$ cat src/hdl/htw_pkg.sv
package htw_pkg;

	localparam int CMD_W = 2;
	localparam int TID_W = 6;
	localparam int DUR_W = 24;
	localparam int CNT_W = 7;
	localparam int EXP_W = 32;

	localparam int DEF_SPOKE_COUNT = 4096;
	localparam int DEF_NUM_TIMERS = 64;

	localparam logic [CMD_W-1:0] CMD_TICK  = 2'd0;
	localparam logic [CMD_W-1:0] CMD_START = 2'd1;
	localparam logic [CMD_W-1:0] CMD_STOP  = 2'd2;

	typedef enum logic [1:0] {
		K_TICK,
		K_START,
		K_STOP,
		K_NOP
	} kind_t;

	typedef struct packed {
		kind_t              kind;
		logic [TID_W-1:0]   tid;
		logic [DUR_W-1:0]   dur;
	} job_t;

	typedef struct packed {
		logic valid;
		job_t job;
	} q_t;

	typedef struct packed {
		logic               expired_valid;
		logic [TID_W-1:0]   expired_id;
		logic               last;
		logic [CNT_W-1:0]   running_count;
		logic [EXP_W-1:0]   expiration_count;
	} res_t;

endpackage

$ cat src/hdl/htw_if.sv
interface htw_req_if;
	logic                        valid;
	logic                        ready;
	logic [htw_pkg::CMD_W-1:0]   cmd;
	logic [htw_pkg::TID_W-1:0]   timer_id;
	logic [htw_pkg::DUR_W-1:0]   duration;

	modport source(output valid, cmd, timer_id, duration, input ready);
	modport sink(input valid, cmd, timer_id, duration, output ready);
endinterface


$ cat src/hdl/htw_front.sv
module htw_front #(
	parameter int NUM_TIMERS = htw_pkg::DEF_NUM_TIMERS
) (
	input  logic          clk,
	input  logic          arst_n,
	htw_req_if.sink       req,
	input  logic          init_done,
	input  logic          pop,
	output htw_pkg::q_t   q
);

	htw_pkg::job_t slots_q [2];
	logic          wptr_q;
	logic          rptr_q;
	logic [1:0]    cnt_q;
	htw_pkg::job_t job_in;
	logic          push;
	logic          do_pop;

	// classify the command
	always_comb begin
		job_in.tid = req.timer_id;
		job_in.dur = req.duration;
		if (req.cmd == htw_pkg::CMD_TICK) begin
			job_in.kind = htw_pkg::K_TICK;
		end else if ({1'b0, req.timer_id} >= 7'(NUM_TIMERS)) begin
			job_in.kind = htw_pkg::K_NOP;
		end else if (req.cmd == htw_pkg::CMD_START) begin
			job_in.kind = htw_pkg::K_START;
		end else if (req.cmd == htw_pkg::CMD_STOP) begin
			job_in.kind = htw_pkg::K_STOP;
		end else begin
			job_in.kind = htw_pkg::K_NOP;
		end
	end

	assign req.ready = init_done && (cnt_q != 2'd2);
	assign push      = req.valid && req.ready;
	assign q.valid   = (cnt_q != 2'd0);
	assign q.job     = slots_q[rptr_q];
	assign do_pop    = pop && q.valid;

	always_ff @(posedge clk) begin
		if (push) begin
			slots_q[wptr_q] <= job_in;
		end
	end

	always_ff @(posedge clk or negedge arst_n) begin
		if (!arst_n) begin
			wptr_q <= 1'b0;
			rptr_q <= 1'b0;
			cnt_q  <= 2'd0;
		end else begin
			if (push) begin
				wptr_q <= ~wptr_q;
			end
			if (do_pop) begin
				rptr_q <= ~rptr_q;
			end
			if (push && !do_pop) begin
				cnt_q <= cnt_q + 2'd1;
			end else if (do_pop && !push) begin
				cnt_q <= cnt_q - 2'd1;
			end
		end
	end

endmodule

$ cat src/flat_wrapper.sv
// flat-port wrapper written by rule: the top's interface ports become plain ports
module htw_front_flat 
#(
	parameter int NUM_TIMERS = htw_pkg::DEF_NUM_TIMERS
)
  (clk, arst_n, init_done, pop, q, req_valid, req_cmd, req_timer_id, req_duration, req_ready);
  htw_req_if req_i ();
  input  logic clk;
  input  logic arst_n;
  input  logic init_done;
  input  logic pop;
  output htw_pkg::q_t q;
  input wire logic [$bits(req_i.valid)-1:0] req_valid;
  input wire logic [$bits(req_i.cmd)-1:0] req_cmd;
  input wire logic [$bits(req_i.timer_id)-1:0] req_timer_id;
  input wire logic [$bits(req_i.duration)-1:0] req_duration;
  output wire logic [$bits(req_i.ready)-1:0] req_ready;
  assign req_i.valid = req_valid;
  assign req_i.cmd = req_cmd;
  assign req_i.timer_id = req_timer_id;
  assign req_i.duration = req_duration;
  assign req_ready = req_i.ready;
  htw_front #(.NUM_TIMERS(NUM_TIMERS)) u_core (.clk(clk), .arst_n(arst_n), .req(req_i), .init_done(init_done), .pop(pop), .q(q));
endmodule
$ cat config.mk
export PLATFORM = sky130hd
export DESIGN_NAME = htw_front_flat
export DESIGN_NICKNAME = d
export VERILOG_FILES = /design/src/hdl/htw_pkg.sv /design/src/hdl/htw_if.sv /design/src/hdl/htw_front.sv /design/src/flat_wrapper.sv
export SDC_FILE = /design/constraint.sdc
export NUM_CORES = 1
export LEC_CHECK = 0
export ABC_CLOCK_PERIOD_IN_PS = 3900
export BUFFER_PORTS_ARGS = -buffer_cell sky130_fd_sc_hd__buf_2
export CAP_MARGIN = 20
export CORE_MARGIN = 5
export CORE_UTILIZATION = 30
export DETAILED_ROUTE_END_ITERATION = 10
export SLEW_MARGIN = 5
export SYNTH_ARGS = -nofsm -noshare
export SYNTH_HDL_FRONTEND = slang
export SYNTH_SLANG_ARGS = --single-unit
$ cat constraint.sdc
create_clock -name clk -period 3.9 [get_ports clk]
set_clock_uncertainty 0.2 [all_clocks]
set_input_delay 0 -clock clk [delete_from_list [all_inputs] [get_ports clk]]
set_output_delay 0 -clock clk [all_outputs]
set_load 0.005 [all_outputs]
## Word-level counts from Yosys, hierarchy flattened

Memory sizes are Yosys's and may differ from the RTL's.
Cells that the tools add are included.

- Eq/ne operators: 3
- Bitwise logic cells: 2
- Reductions and logical operators: 10
- Muxes and demuxes: 7
- Add/subtract/negate cells: 2

Operator list:

| kind | number |
|---|---|
| 2-bit two-way mux | 4 |
| 1-bit logical AND | 5 |
| 2-bit nonzero test | 2 |
| 1-bit two-way mux | 3 |
| 2-bit by 1-bit adder with 2-bit output, second input constant | 1 |
| 2-bit by 1-bit equality test with 1-bit output, second input constant | 1 |
| 2-bit equality test, second input constant | 1 |
| 1-bit logical NOT | 2 |
| 2-bit logical NOT | 1 |
| 2-bit inequality test, second input constant | 1 |
| 1-bit NOT | 2 |
| 2-bit by 1-bit subtractor with 2-bit output, second input constant | 1 |

- Flip-flop bits (word level): 4
- Bits in writable memories: 64
- Word-level logic and storage cells: 28
- Memories: 1
- Input bits: 37

Memory list:

| name | words | width | read ports | clocked after memory_dff | wr ports | line | source |
|---|---|---|---|---|---|---|---|
| u_core.slots_q | 2 | 32 | 1 | 0 | 1 | htw_front.sv:12 | `htw_pkg::job_t slots_q [2];` |

## Depth between registers and ports, before layout

Gate-level depths: netlist of run 1.

- Depth after elaboration: 7
- Gate-level depth with buffers: 6
- Gate-level depth less buffers: 6

## Worst setup path after synthesis of run 1

OpenSTA, ideal clock, no wires.

- Path kind: reg-to-reg
- From: reg u_core.cnt_q[0]
- To: mem u_core.slots_q[1][0] (netlist bit), enable pin
- Clock period less this slack: 2.108 ns
- Required time: 3.308 ns
- Arrival time: 1.516 ns
- Cell stages (with the launch flop): 4
- Setup time: 0.392 ns
- Buffers on the path: 0
- Slack: 1.792 ns
- Path through: dfrtp_1 nand2b_1 and3_4 and2_1

- Longest elaborated chain between the ends: 5

Ends and longest elaborated chain:

| element | line | source |
|---|---|---|
| start: declaration | htw_front.sv:15 | `logic [1:0] cnt_q;` |
| start signal: assignment | htw_front.sv:62 | `cnt_q <= cnt_q + 2'd1;` |
| start signal: assignment | htw_front.sv:64 | `cnt_q <= cnt_q - 2'd1;` |
| 2-bit inequality test | htw_front.sv:37 | `assign req.ready = init_done && (cnt_q != 2'd2);` |
| 1-bit logical AND | htw_front.sv:37 |  |
| 1-bit logical AND | htw_front.sv:38 | `assign push = req.valid && req.ready;` |
| named net u_core.push | htw_front.sv:17 | `logic push;` |
| 1-bit two-way mux | htw_front.sv:44 | `if (push) begin` |
| 1-bit two-way mux (implied by the code) | htw_front.sv:45 | `slots_q[wptr_q] <= job_in;` |
| end: declaration | htw_front.sv:12 |  |

The timed path passes the listed nets, and every way through them passes these cells.

==> flow_metrics.env, run 1 <==
export IMPL_dr_pass1_iters=4
export IMPL_finalHoldViolCount=0
export IMPL_start_util=0.307
export IMPL_num_rows=34
export IMPL_tightest_slew_ns=1.03
export IMPL_finalCriticalPeriod_ns=2.11
export IMPL_fp_dieW_um=104
export IMPL_drc=0
export IMPL_max_freq_mhz=474
export IMPL_mostFrequentLayoutCell="buf_2"
export IMPL_ys_ff_latch=68
export IMPL_root_buffer="clkbuf_8"
export IMPL_clk_pin_slew_worst_paths_ns=0.07
export IMPL_floorplan_io_pins=71
export IMPL_syn_to_final_growth_pct=38.1
export IMPL_crit_path_cell_trace="mux2_1 -> buf_2"
export IMPL_rsz0062_at_grt="false"
export IMPL_clock_latency_ns=0.34
export IMPL_grt_pass1_vias=1581
export IMPL_grt_overflow=0
export IMPL_max_slew_margin=0.316
export IMPL_filler_cell_count=818
export IMPL_crit_arrival_ns=1.91
export IMPL_synth_seq_area_share=0.760
export IMPL_grt_max_degree=34
export IMPL_avgSynthCellArea_um2=22.2
export IMPL_postRouteAntennaNets=0
export IMPL_cts_tree="yes"
export IMPL_via_per_inst=4.08
export IMPL_slew_violations=0
export IMPL_clock_sinks=68
export IMPL_cp_required_ns=3.70
export IMPL_diodes=0
export IMPL_slowest_stage="dfrtp_2"
export IMPL_syn_nets=158
export IMPL_coreArea_mm2=0.00868
export IMPL_path_class="reg2out"
export IMPL_switchingPower_w=0.000569
export IMPL_crit_path_start_kind="register"
export IMPL_die_h_um=104
export IMPL_grt_pass1_wl_um=8000
export IMPL_hold_class="in2reg"
export IMPL_fin_crit_sh=0.540
export IMPL_synth_area_mm2=0.00266
export IMPL_place_inst=293
export IMPL_final_cell_mix="buf_2 (70), edfxtp_1 (64), dlygate4sd3_1 (38)"
export IMPL_fin_cells=347
export IMPL_power_density_mw_per_mm2=585
export IMPL_p_leak_nw=1.48
export IMPL_place_hpwl_um=3070
export IMPL_seqPwrFrac=0.484
export IMPL_fin_setup_tns_ns=0
export IMPL_setup_viol=0
export IMPL_grtUsageTotal=0.0955
export IMPL_wire_per_inst_um=13.8
export IMPL_outcome="complete, no violations"
export IMPL_clockPowerShare=0.256
export IMPL_critPathMaxStageDelay_ns=1.04
export IMPL_die_area_mm2=0.0109
export IMPL_antenna_found_initial=0
export IMPL_htree_levels=3
export IMPL_cap_violations=0
export IMPL_internal_power_w=0.00158
export IMPL_cp_end_kind="primary output"
export IMPL_vias=1416
export IMPL_pwr_share_comb=0.260
export IMPL_numCtsBuffers=9
export IMPL_drive_gt1_frac=0.506
export IMPL_cts_repair_resized=0
export IMPL_synthCells=120
export IMPL_drt_initial_drc_count=64
export IMPL_port_buffers=70
export IMPL_clockBufferDepth=2
export IMPL_cp_max_fo=33
export IMPL_wirelength_um=4780
export IMPL_yosysWarnings=0
export IMPL_synthDistinctLibCells=17
export IMPL_place_gp_congestion=0.711
export IMPL_ir_drop_uv=311
export IMPL_nNetsFinal=272
export IMPL_netSwitchingFraction=0.265
cell type report:
| cell class | count | area, um2 | share of cell area |
|---|---|---|---|
| multi-input cells | 46 | 588 | 0.160 |
| repair buffers | 109 | 738 | 0.201 |
| clock buffers | 9 | 124 | 0.0337 |
| well taps | 108 | 135 | 0.0368 |
| flip-flops and latches | 68 | 2020 | 0.550 |
| clock inverters | 7 | 67.6 | 0.0184 |
worst paths after layout:
check	start	end	slack, ns	cells past startpoint
hold / removal	req_duration[20]	u_core.slots_q[1][20]$_DFFE_PP_	0.18	2
max in group asynchronous	arst_n	u_core.rptr_q$_DFFE_PN0P_	2.92	3
setup / recovery	u_core.rptr_q$_DFFE_PN0P_	q[27]	1.79	2
setup reg to reg	u_core.cnt_q[0]$_DFFE_PN0P_	u_core.slots_q[0][6]$_DFFE_PP_	1.82	4
min in group asynchronous	arst_n	u_core.wptr_q$_DFFE_PN0P_	0.37	3
hold reg to reg	u_core.cnt_q[1]$_DFFE_PN0P_	u_core.cnt_q[1]$_DFFE_PN0P_	0.29	1
synthesized netlist by cell type (all sizes together):
| library cell | n | area share |
|---|---|---|
| and2 | 2 | 0.0047 |
| xor2 | 3 | 0.013 |
| nand2b | 1 | 0.0024 |
| mux2 | 32 | 0.18 |
| and3 | 1 | 0.0042 |
| nand2 | 1 | 0.0024 |
| xnor2 | 2 | 0.0066 |
| nor2 | 1 | 0.0014 |
| or2 | 1 | 0.0024 |
| edfxtp | 64 | 0.72 |
| ha | 1 | 0.0047 |
| and2b | 1 | 0.0028 |
| buf | 4 | 0.017 |
| clkbuf | 2 | 0.0028 |
| dfrtp | 4 | 0.038 |
critical path: cells and delay by family (launching register included):
family | cells | cell delay [ns]
buf+inv | 1 | 0.13
flops | 1 | 1.04
mux | 1 | 0.39
layer usage:
layer  part of all wire  up-vias  track usage
met5                  0        -            0
met4              0.017        0       0.0472
met3              0.059        8       0.0379
met2               0.53       49        0.163
met1               0.40      674        0.102
li1                   -      685            -
metrics by stage:
| step | total power, W | cell area [um2] | utilization | setup WS (ns) | hold slack (ns) |
|---|---|---|---|---|---|
| after global placement | 0.00160 | 3100 | 0.358 | 1.84 | -0.389 |
| final | 0.00215 | 3680 | 0.424 | 1.79 | 0.180 |
| after CTS | 0.00218 | 3680 | 0.424 | 1.73 | 0.167 |
| after detailed placement | 0.00160 | 3100 | 0.358 | 1.78 | -0.388 |
| after global routing | 0.00227 | 3680 | 0.424 | 1.67 | 0.168 |
| after floorplan | 0.00142 | 2660 | - | 1.79 | -0.496 |
flip-flops by register name, indices dropped and copies added, names as in the netlist:
name / cells
u_core.wptr_q: 1
u_core.rptr_q: 1
u_core.slots_q: 64
u_core.cnt_q: 2
power groups by stage:
| stage | clock network [W] | logic [W] | registers [W] |
|---|---|---|---|
| 2_1_floorplan | 0 | 0.000456 | 0.000961 |
| 5_1_grt | 0.000606 | 0.000609 | 0.00106 |
| 3_5_place_dp | 0 | 0.000539 | 0.00106 |
| 4_1_cts | 0.000565 | 0.000574 | 0.00104 |
| 3_3_place_gp | 0 | 0.000541 | 0.00106 |
| 6_report | 0.000551 | 0.000558 | 0.00104 |
repair_timing:
item | 4_1_cts | 5_1_grt
setup buffers | 0 | 0
hold buffers | 38 | 0
endpoints found under the hold margin | 71 | 0
cell families (layout without fill, tap and decap cells):
kind of cell / count (synthesis) / after routing / share of synthesized area
adders and majority gates: 1 / 1 / 0.00470
DFF: 68 / 68 / 0.760
and+or+nand+nor: 8 / 8 / 0.0202
xor gates and xnor gates: 5 / 5 / 0.0193
muxes: 32 / 32 / 0.176
buffers and inverters: 6 / 125 / 0.0197
No activity file was read; power rests on OpenSTA's default activity.
==> run 2: changes to the inputs <==
ABC_AREA = 1   (was default)
ABC_CLOCK_PERIOD_IN_PS = 1910   (was 3900)
clock period = 1.91 ns   (was 3.9 ns; I/O delays follow)
==> flow_metrics.env, run 2 <==
export IMPL_nNetsFinal=354
export IMPL_gr_usage_met2=0.168
export IMPL_place_hpwl_um=3470
export IMPL_grt_busiest_layer="met2"
export IMPL_grt_max_degree=34
export IMPL_tightest_slew_ns=0.304
export IMPL_cp_required_ns=1.92
export IMPL_grt_overflow=0
export IMPL_grtUsageTotal=0.106
export IMPL_synthTopCellsByCount="nand2_1 (96), edfxtp_1 (64), nand2_2 (11), inv_1 (6)"
export IMPL_largest_registers="u_core.slots_q x64, u_core.cnt_q x2"
export IMPL_syn_to_final_growth_pct=39.5
export IMPL_fin_setup_tns_ns=0
export IMPL_synth_edf_count=64
export IMPL_clockBufferDepth=2
export IMPL_ys_ff_latch=68
export IMPL_holdWs_ns=0.188
export IMPL_die_area_mm2=0.0108
export IMPL_cp_end_kind="register"
export IMPL_place_gp_congestion=0.706
export IMPL_htree_levels=3
export IMPL_synth_area_top_cells="edfxtp_1 (73%), nand2_1 (14%), dfrtp_1 (3.8%)"
export IMPL_power_density_mw_per_mm2=1230
export IMPL_max_freq_mhz=599
export IMPL_fin_crit_sh=0.873
export IMPL_setup_viol=0
export IMPL_mostFrequentLayoutCell="nand2_1"
export IMPL_final_cell_mix="nand2_1 (96), buf_2 (70), edfxtp_1 (64)"
export IMPL_synth_seq_area_share=0.766
export IMPL_start_util=0.306
export IMPL_synthCells=201
export IMPL_fin_ws_ns=0.242
export IMPL_fp_dieW_um=104
export IMPL_rsz0062_at_grt="false"
export IMPL_port_buffers=70
export IMPL_synth_ff_type="edfxtp_1"
export IMPL_grt_use_met3=0.0386
export IMPL_cts_tree="yes"
export IMPL_cap_violations=0
export IMPL_finalCriticalPeriod_ns=1.67
export IMPL_clock_sinks=68
export IMPL_largest_reg_flops=64
export IMPL_vias=1755
export IMPL_post_place_ws_ns=0.277
export IMPL_die_h_um=104
export IMPL_synth_area_mm2=0.00264
export IMPL_max_slew_margin=0.795
export IMPL_synth_top_area_frac=0.728
export IMPL_fin_util=0.427
export IMPL_numCtsBuffers=9
export IMPL_ir_drop_uv=548
export IMPL_drt_initial_drc_count=38
export IMPL_floorplan_io_pins=71
export IMPL_clock_latency_ns=0.33
export IMPL_finalPower_w=0.00455
export IMPL_num_rows=34
export IMPL_yosysWarnings=0
export IMPL_crit_path_start_kind="register"
export IMPL_dr_pass1_iters=4
export IMPL_postRouteAntennaNets=0
export IMPL_diodes=0
export IMPL_clk_pin_slew_worst_paths_ns=0.07
export IMPL_synth_async_sr_flop_share=0.0588
export IMPL_wirelength_um=5490
export IMPL_finalHoldViolCount=0
export IMPL_path_class="reg2reg"
export IMPL_crit_arrival_ns=1.68
export IMPL_avgSynthCellArea_um2=13.1
export IMPL_largest_register="u_core.slots_q"
export IMPL_cp_max_fo=4
export IMPL_root_buffer="clkbuf_8"
export IMPL_drc=0
export IMPL_p_leak_nw=1.59
export IMPL_wire_per_inst_um=12.8
export IMPL_coreArea_mm2=0.00864
export IMPL_via_per_inst=4.09
export IMPL_synth_most_common_cell="nand2_1"
export IMPL_cts_setup_buffers=0
export IMPL_grt_pass1_vias=1805
export IMPL_drive_gt1_frac=0.321
export IMPL_use_met1=0.129
export IMPL_hold_class="in2reg"
export IMPL_antenna_found_initial=0
export IMPL_syn_nets=239
export IMPL_yosysTopAreaCell="edfxtp_1"
export IMPL_grt_pass1_wl_um=8980
export IMPL_synthDistinctLibCells=18
export IMPL_slew_violations=0
export IMPL_outcome="complete, no violations"
-- run 2: final cells by class --
type,count,area [um2]
Clock buffer,11,131
Clock inverter,5,76.3
Fill cell,799,4950
Inverter,8,37.5
Multi-Input combinational cell,116,502
Sequential cell,68,2020
Tap cell,108,135
Timing Repair Buffer,113,781
-- run 2: critical path, stage by stage, from the launching register on --
cell and delay (ns):
dfrtp_1 0.42, inv_2 0.10, nand2_1 0.08, nand3_2 0.11
inv_1 0.05, ha_1 0.31, inv_1 0.10, nand3_1 0.09
nand2_1 0.06, nand2_1 0.05
-- run 2: metrics by stage --
step                cells  instance area [um2]
floorplan             201                 2650
detailed placement    375                 3100
global placement      375                 3100
global route          429                 3680
finish                429                 3680
CTS                   429                 3680
-- run 2: worst paths after layout --
check	start	end	cells past startpoint	slack [ns]
max	u_core.cnt_q[0]$_DFFE_PN0P_	u_core.cnt_q[1]$_DFFE_PN0P_	9	0.24
min	req_duration[9]	u_core.slots_q[1][9]$_DFFE_PP_	2	0.19
max reg2reg	u_core.cnt_q[0]$_DFFE_PN0P_	u_core.cnt_q[1]$_DFFE_PN0P_	9	0.24
min reg2reg	u_core.wptr_q$_DFFE_PN0P_	u_core.wptr_q$_DFFE_PN0P_	2	0.29
max in group asynchronous	arst_n	u_core.cnt_q[1]$_DFFE_PN0P_	3	0.92
min in group asynchronous	arst_n	u_core.cnt_q[0]$_DFFE_PN0P_	3	0.39
-- run 2: what timing repair did --
action | CTS | global route
endpoints found under the hold margin | 71 | 0
endpoints found under the setup margin | 0 | 0
gates resized for setup | 0 | 0
hold buffers | 38 | 0
-- run 2: report_power, final --
| group | switching [W] | internal (W) |
|---|---|---|
| clock | 0.000503 | 0.000730 |
| sequential | 0.0000825 | 0.00186 |
| combinational | 0.000821 | 0.000546 |
| total | 0.00141 | 0.00314 |
-- run 2: metal layers --
metal / vias up / wire length [um] / part of all wire
li1: 895 / - / -
met5: - / 0 / 0
met2: 53 / 2680 / 0.49
met3: 11 / 317 / 0.058
met1: 796 / 2400 / 0.44
met4: 0 / 96 / 0.017
-- run 2: logic make-up (layout without fill, tap and decap cells) --
group | count (synthesis) | count (layout) | synth area share
flip-flops | 68 | 68 | 0.766
XOR/XNOR | 1 | 1 | 0.00332
buffers and inverters | 17 | 137 | 0.0474
AO/OA/AOI/OAI | 1 | 1 | 0.00284
AND/OR/NAND/NOR | 113 | 113 | 0.176
adder cells (fa/ha/maj) | 1 | 1 | 0.00474
==> run 3: changes to the inputs <==
CORE_ASPECT_RATIO = 0.75   (was default)
==> flow_metrics.env, run 3 (synthesis gave the netlist of run 2 again) <==
export IMPL_drc=0
export IMPL_floorplan_io_pins=71
export IMPL_cp_required_ns=1.92
export IMPL_grt_overflow=0
export IMPL_outcome="complete, no violations"
export IMPL_port_buffers=70
export IMPL_antenna_found_initial=0
export IMPL_tightest_slew_ns=0.286
export IMPL_numCtsBuffers=9
export IMPL_place_inst=376
export IMPL_r2r_start="u_core.cnt_q[0]$_DFFE_PN0P_"
export IMPL_setup_viol=0
export IMPL_fin_crit_sh=0.858
export IMPL_r2r_end="u_core.cnt_q[1]$_DFFE_PN0P_"
export IMPL_clk_pin_slew_worst_paths_ns=0.06
export IMPL_fp_dieW_um=118
export IMPL_cap_violations=0
export IMPL_syn_to_final_growth_pct=44.3
export IMPL_htree_levels=3
export IMPL_crit_path_start_kind="register"
export IMPL_largest_register="u_core.slots_q"
export IMPL_grt_pass1_wl_um=9150
export IMPL_mostFrequentLayoutCell="nand2_1"
export IMPL_clockBufferDepth=2
export IMPL_clock_latency_ns=0.32
export IMPL_whs_endpoint="u_core.slots_q[1][23]$_DFFE_PP_"
export IMPL_via_per_inst=4.09
export IMPL_ir_drop_uv=632
export IMPL_diodes=0
export IMPL_cp_end_kind="register"
export IMPL_cts_setup_buffers=0
export IMPL_die_area_mm2=0.0108
export IMPL_postCtsHoldBufs=38
export IMPL_slew_violations=0
export IMPL_clock_sinks=68
export IMPL_cts_tree="yes"
export IMPL_root_buffer="clkbuf_16"
export IMPL_hold_start="req_duration[23]"
export IMPL_crit_path_cell_trace="inv_2 -> nand2_1 -> nand3_2 -> inv_1 -> ha_1 -> inv_1 -> nand3_1 -> nand2_1 -> nand2_1"
export IMPL_fin_setup_tns_ns=0
export IMPL_nNetsFinal=355
export IMPL_grtUsageTotal=0.107
export IMPL_slowest_stage="dfrtp_1"
export IMPL_hold_class="in2reg"
export IMPL_regToRegSetupSlack_ns=0.27
export IMPL_path_class="reg2reg"
export IMPL_start_util=0.310
export IMPL_largest_registers="u_core.slots_q x64, u_core.cnt_q x2"
export IMPL_grt_max_degree=34
export IMPL_vias=1755
export IMPL_regArea_mm2=0.00202
export IMPL_power_density_mw_per_mm2=1350
export IMPL_finalCriticalPeriod_ns=1.64
export IMPL_place_hpwl_um=3630
export IMPL_filler_cell_count=777
export IMPL_drt_initial_drc_count=70
export IMPL_largest_reg_flops=64
export IMPL_cp_max_fo=4
export IMPL_rsz0062_at_grt="false"
export IMPL_grt_pass1_vias=1886
export IMPL_place_gp_congestion=0.768
export IMPL_wire_per_inst_um=12.6
export IMPL_finalHoldViolCount=0
export IMPL_crit_arrival_ns=1.65
export IMPL_num_rows=29
export IMPL_dr_pass1_iters=4
export IMPL_postRouteAntennaNets=0
export IMPL_cp_common_cell="nand2_1"
export IMPL_p_leak_nw=1.64
export IMPL_multiInputGateArea_um2=502
export IMPL_rr_worst_depth=9
export IMPL_cts_repair_resized=0
export IMPL_critPathMaxStageDelay_ns=0.41
export IMPL_fin_cells=429
export IMPL_drive_gt1_frac=0.330
export IMPL_coreArea_mm2=0.00853
export IMPL_max_freq_mhz=610
export IMPL_die_h_um=91.3
export IMPL_final_cell_mix="nand2_1 (96), buf_2 (70), edfxtp_1 (64)"
export IMPL_wirelength_um=5420
export IMPL_max_slew_margin=0.809
export IMPL_min_path_cells=2
run 3: power breakdown:
group	internal, W	switching (W)
Combinational	0.000541	0.000798
Sequential	0.00187	0.0000896
Clock	0.00127	0.000583
Total	0.00367	0.00147
run 3: metrics by stage:
stage	hold WS (ns)	area [um2]	setup slack (ns)	utilization	power (W)
after floorplan	-0.496	2650	0.0683	-	0.00285
after global placement	-0.381	3090	0.326	0.363	0.00328
after detailed placement	-0.381	3090	0.290	0.363	0.00330
after CTS	0.189	3810	0.281	0.447	0.00524
after global routing	0.187	3810	0.152	0.447	0.00548
final	0.201	3810	0.272	0.447	0.00515
run 3: how the worst max path moves through the flow:
stage | startpoint | to | slack, ns
after CTS | u_core.cnt_q[0]$_DFFE_PN0P_ | u_core.cnt_q[1]$_DFFE_PN0P_ | 0.28
after global routing | u_core.cnt_q[0]$_DFFE_PN0P_ | u_core.cnt_q[1]$_DFFE_PN0P_ | 0.15
after floorplan | u_core.cnt_q[0]$_DFFE_PN0P_ | u_core.slots_q[0][0]$_DFFE_PP_ | 0.07
after global placement | u_core.cnt_q[0]$_DFFE_PN0P_ | u_core.cnt_q[1]$_DFFE_PN0P_ | 0.33
after detailed placement | u_core.cnt_q[0]$_DFFE_PN0P_ | u_core.cnt_q[1]$_DFFE_PN0P_ | 0.29
final | u_core.cnt_q[0]$_DFFE_PN0P_ | u_core.cnt_q[1]$_DFFE_PN0P_ | 0.27
run 3: metal layers:
metal / GRT usage / up-vias / wire length (um) / part of all wire
met5: 0 / - / 0 / 0
li1: - / 899 / - / -
met4: 0.0372 / 0 / 53 / 0.0098
met2: 0.169 / 62 / 2410 / 0.44
met1: 0.131 / 787 / 2580 / 0.48
met3: 0.0466 / 7 / 378 / 0.070
run 3: critical path: cells and delay by family (launching register included):
kind	cells	cell delay, ns
flops	1	0.41
fa+ha+maj	1	0.30
buf+inv	3	0.24
simple gates	5	0.40
run 3: cell type report:
cell class                 instances  share of cell area
multi-input combinational        116               0.132
timing repair buffer             114               0.204
sequential                        68               0.531
tap                              108              0.0355
clock inverter                     6              0.0299
inverter                           8             0.00985
clock buffer                       9              0.0591
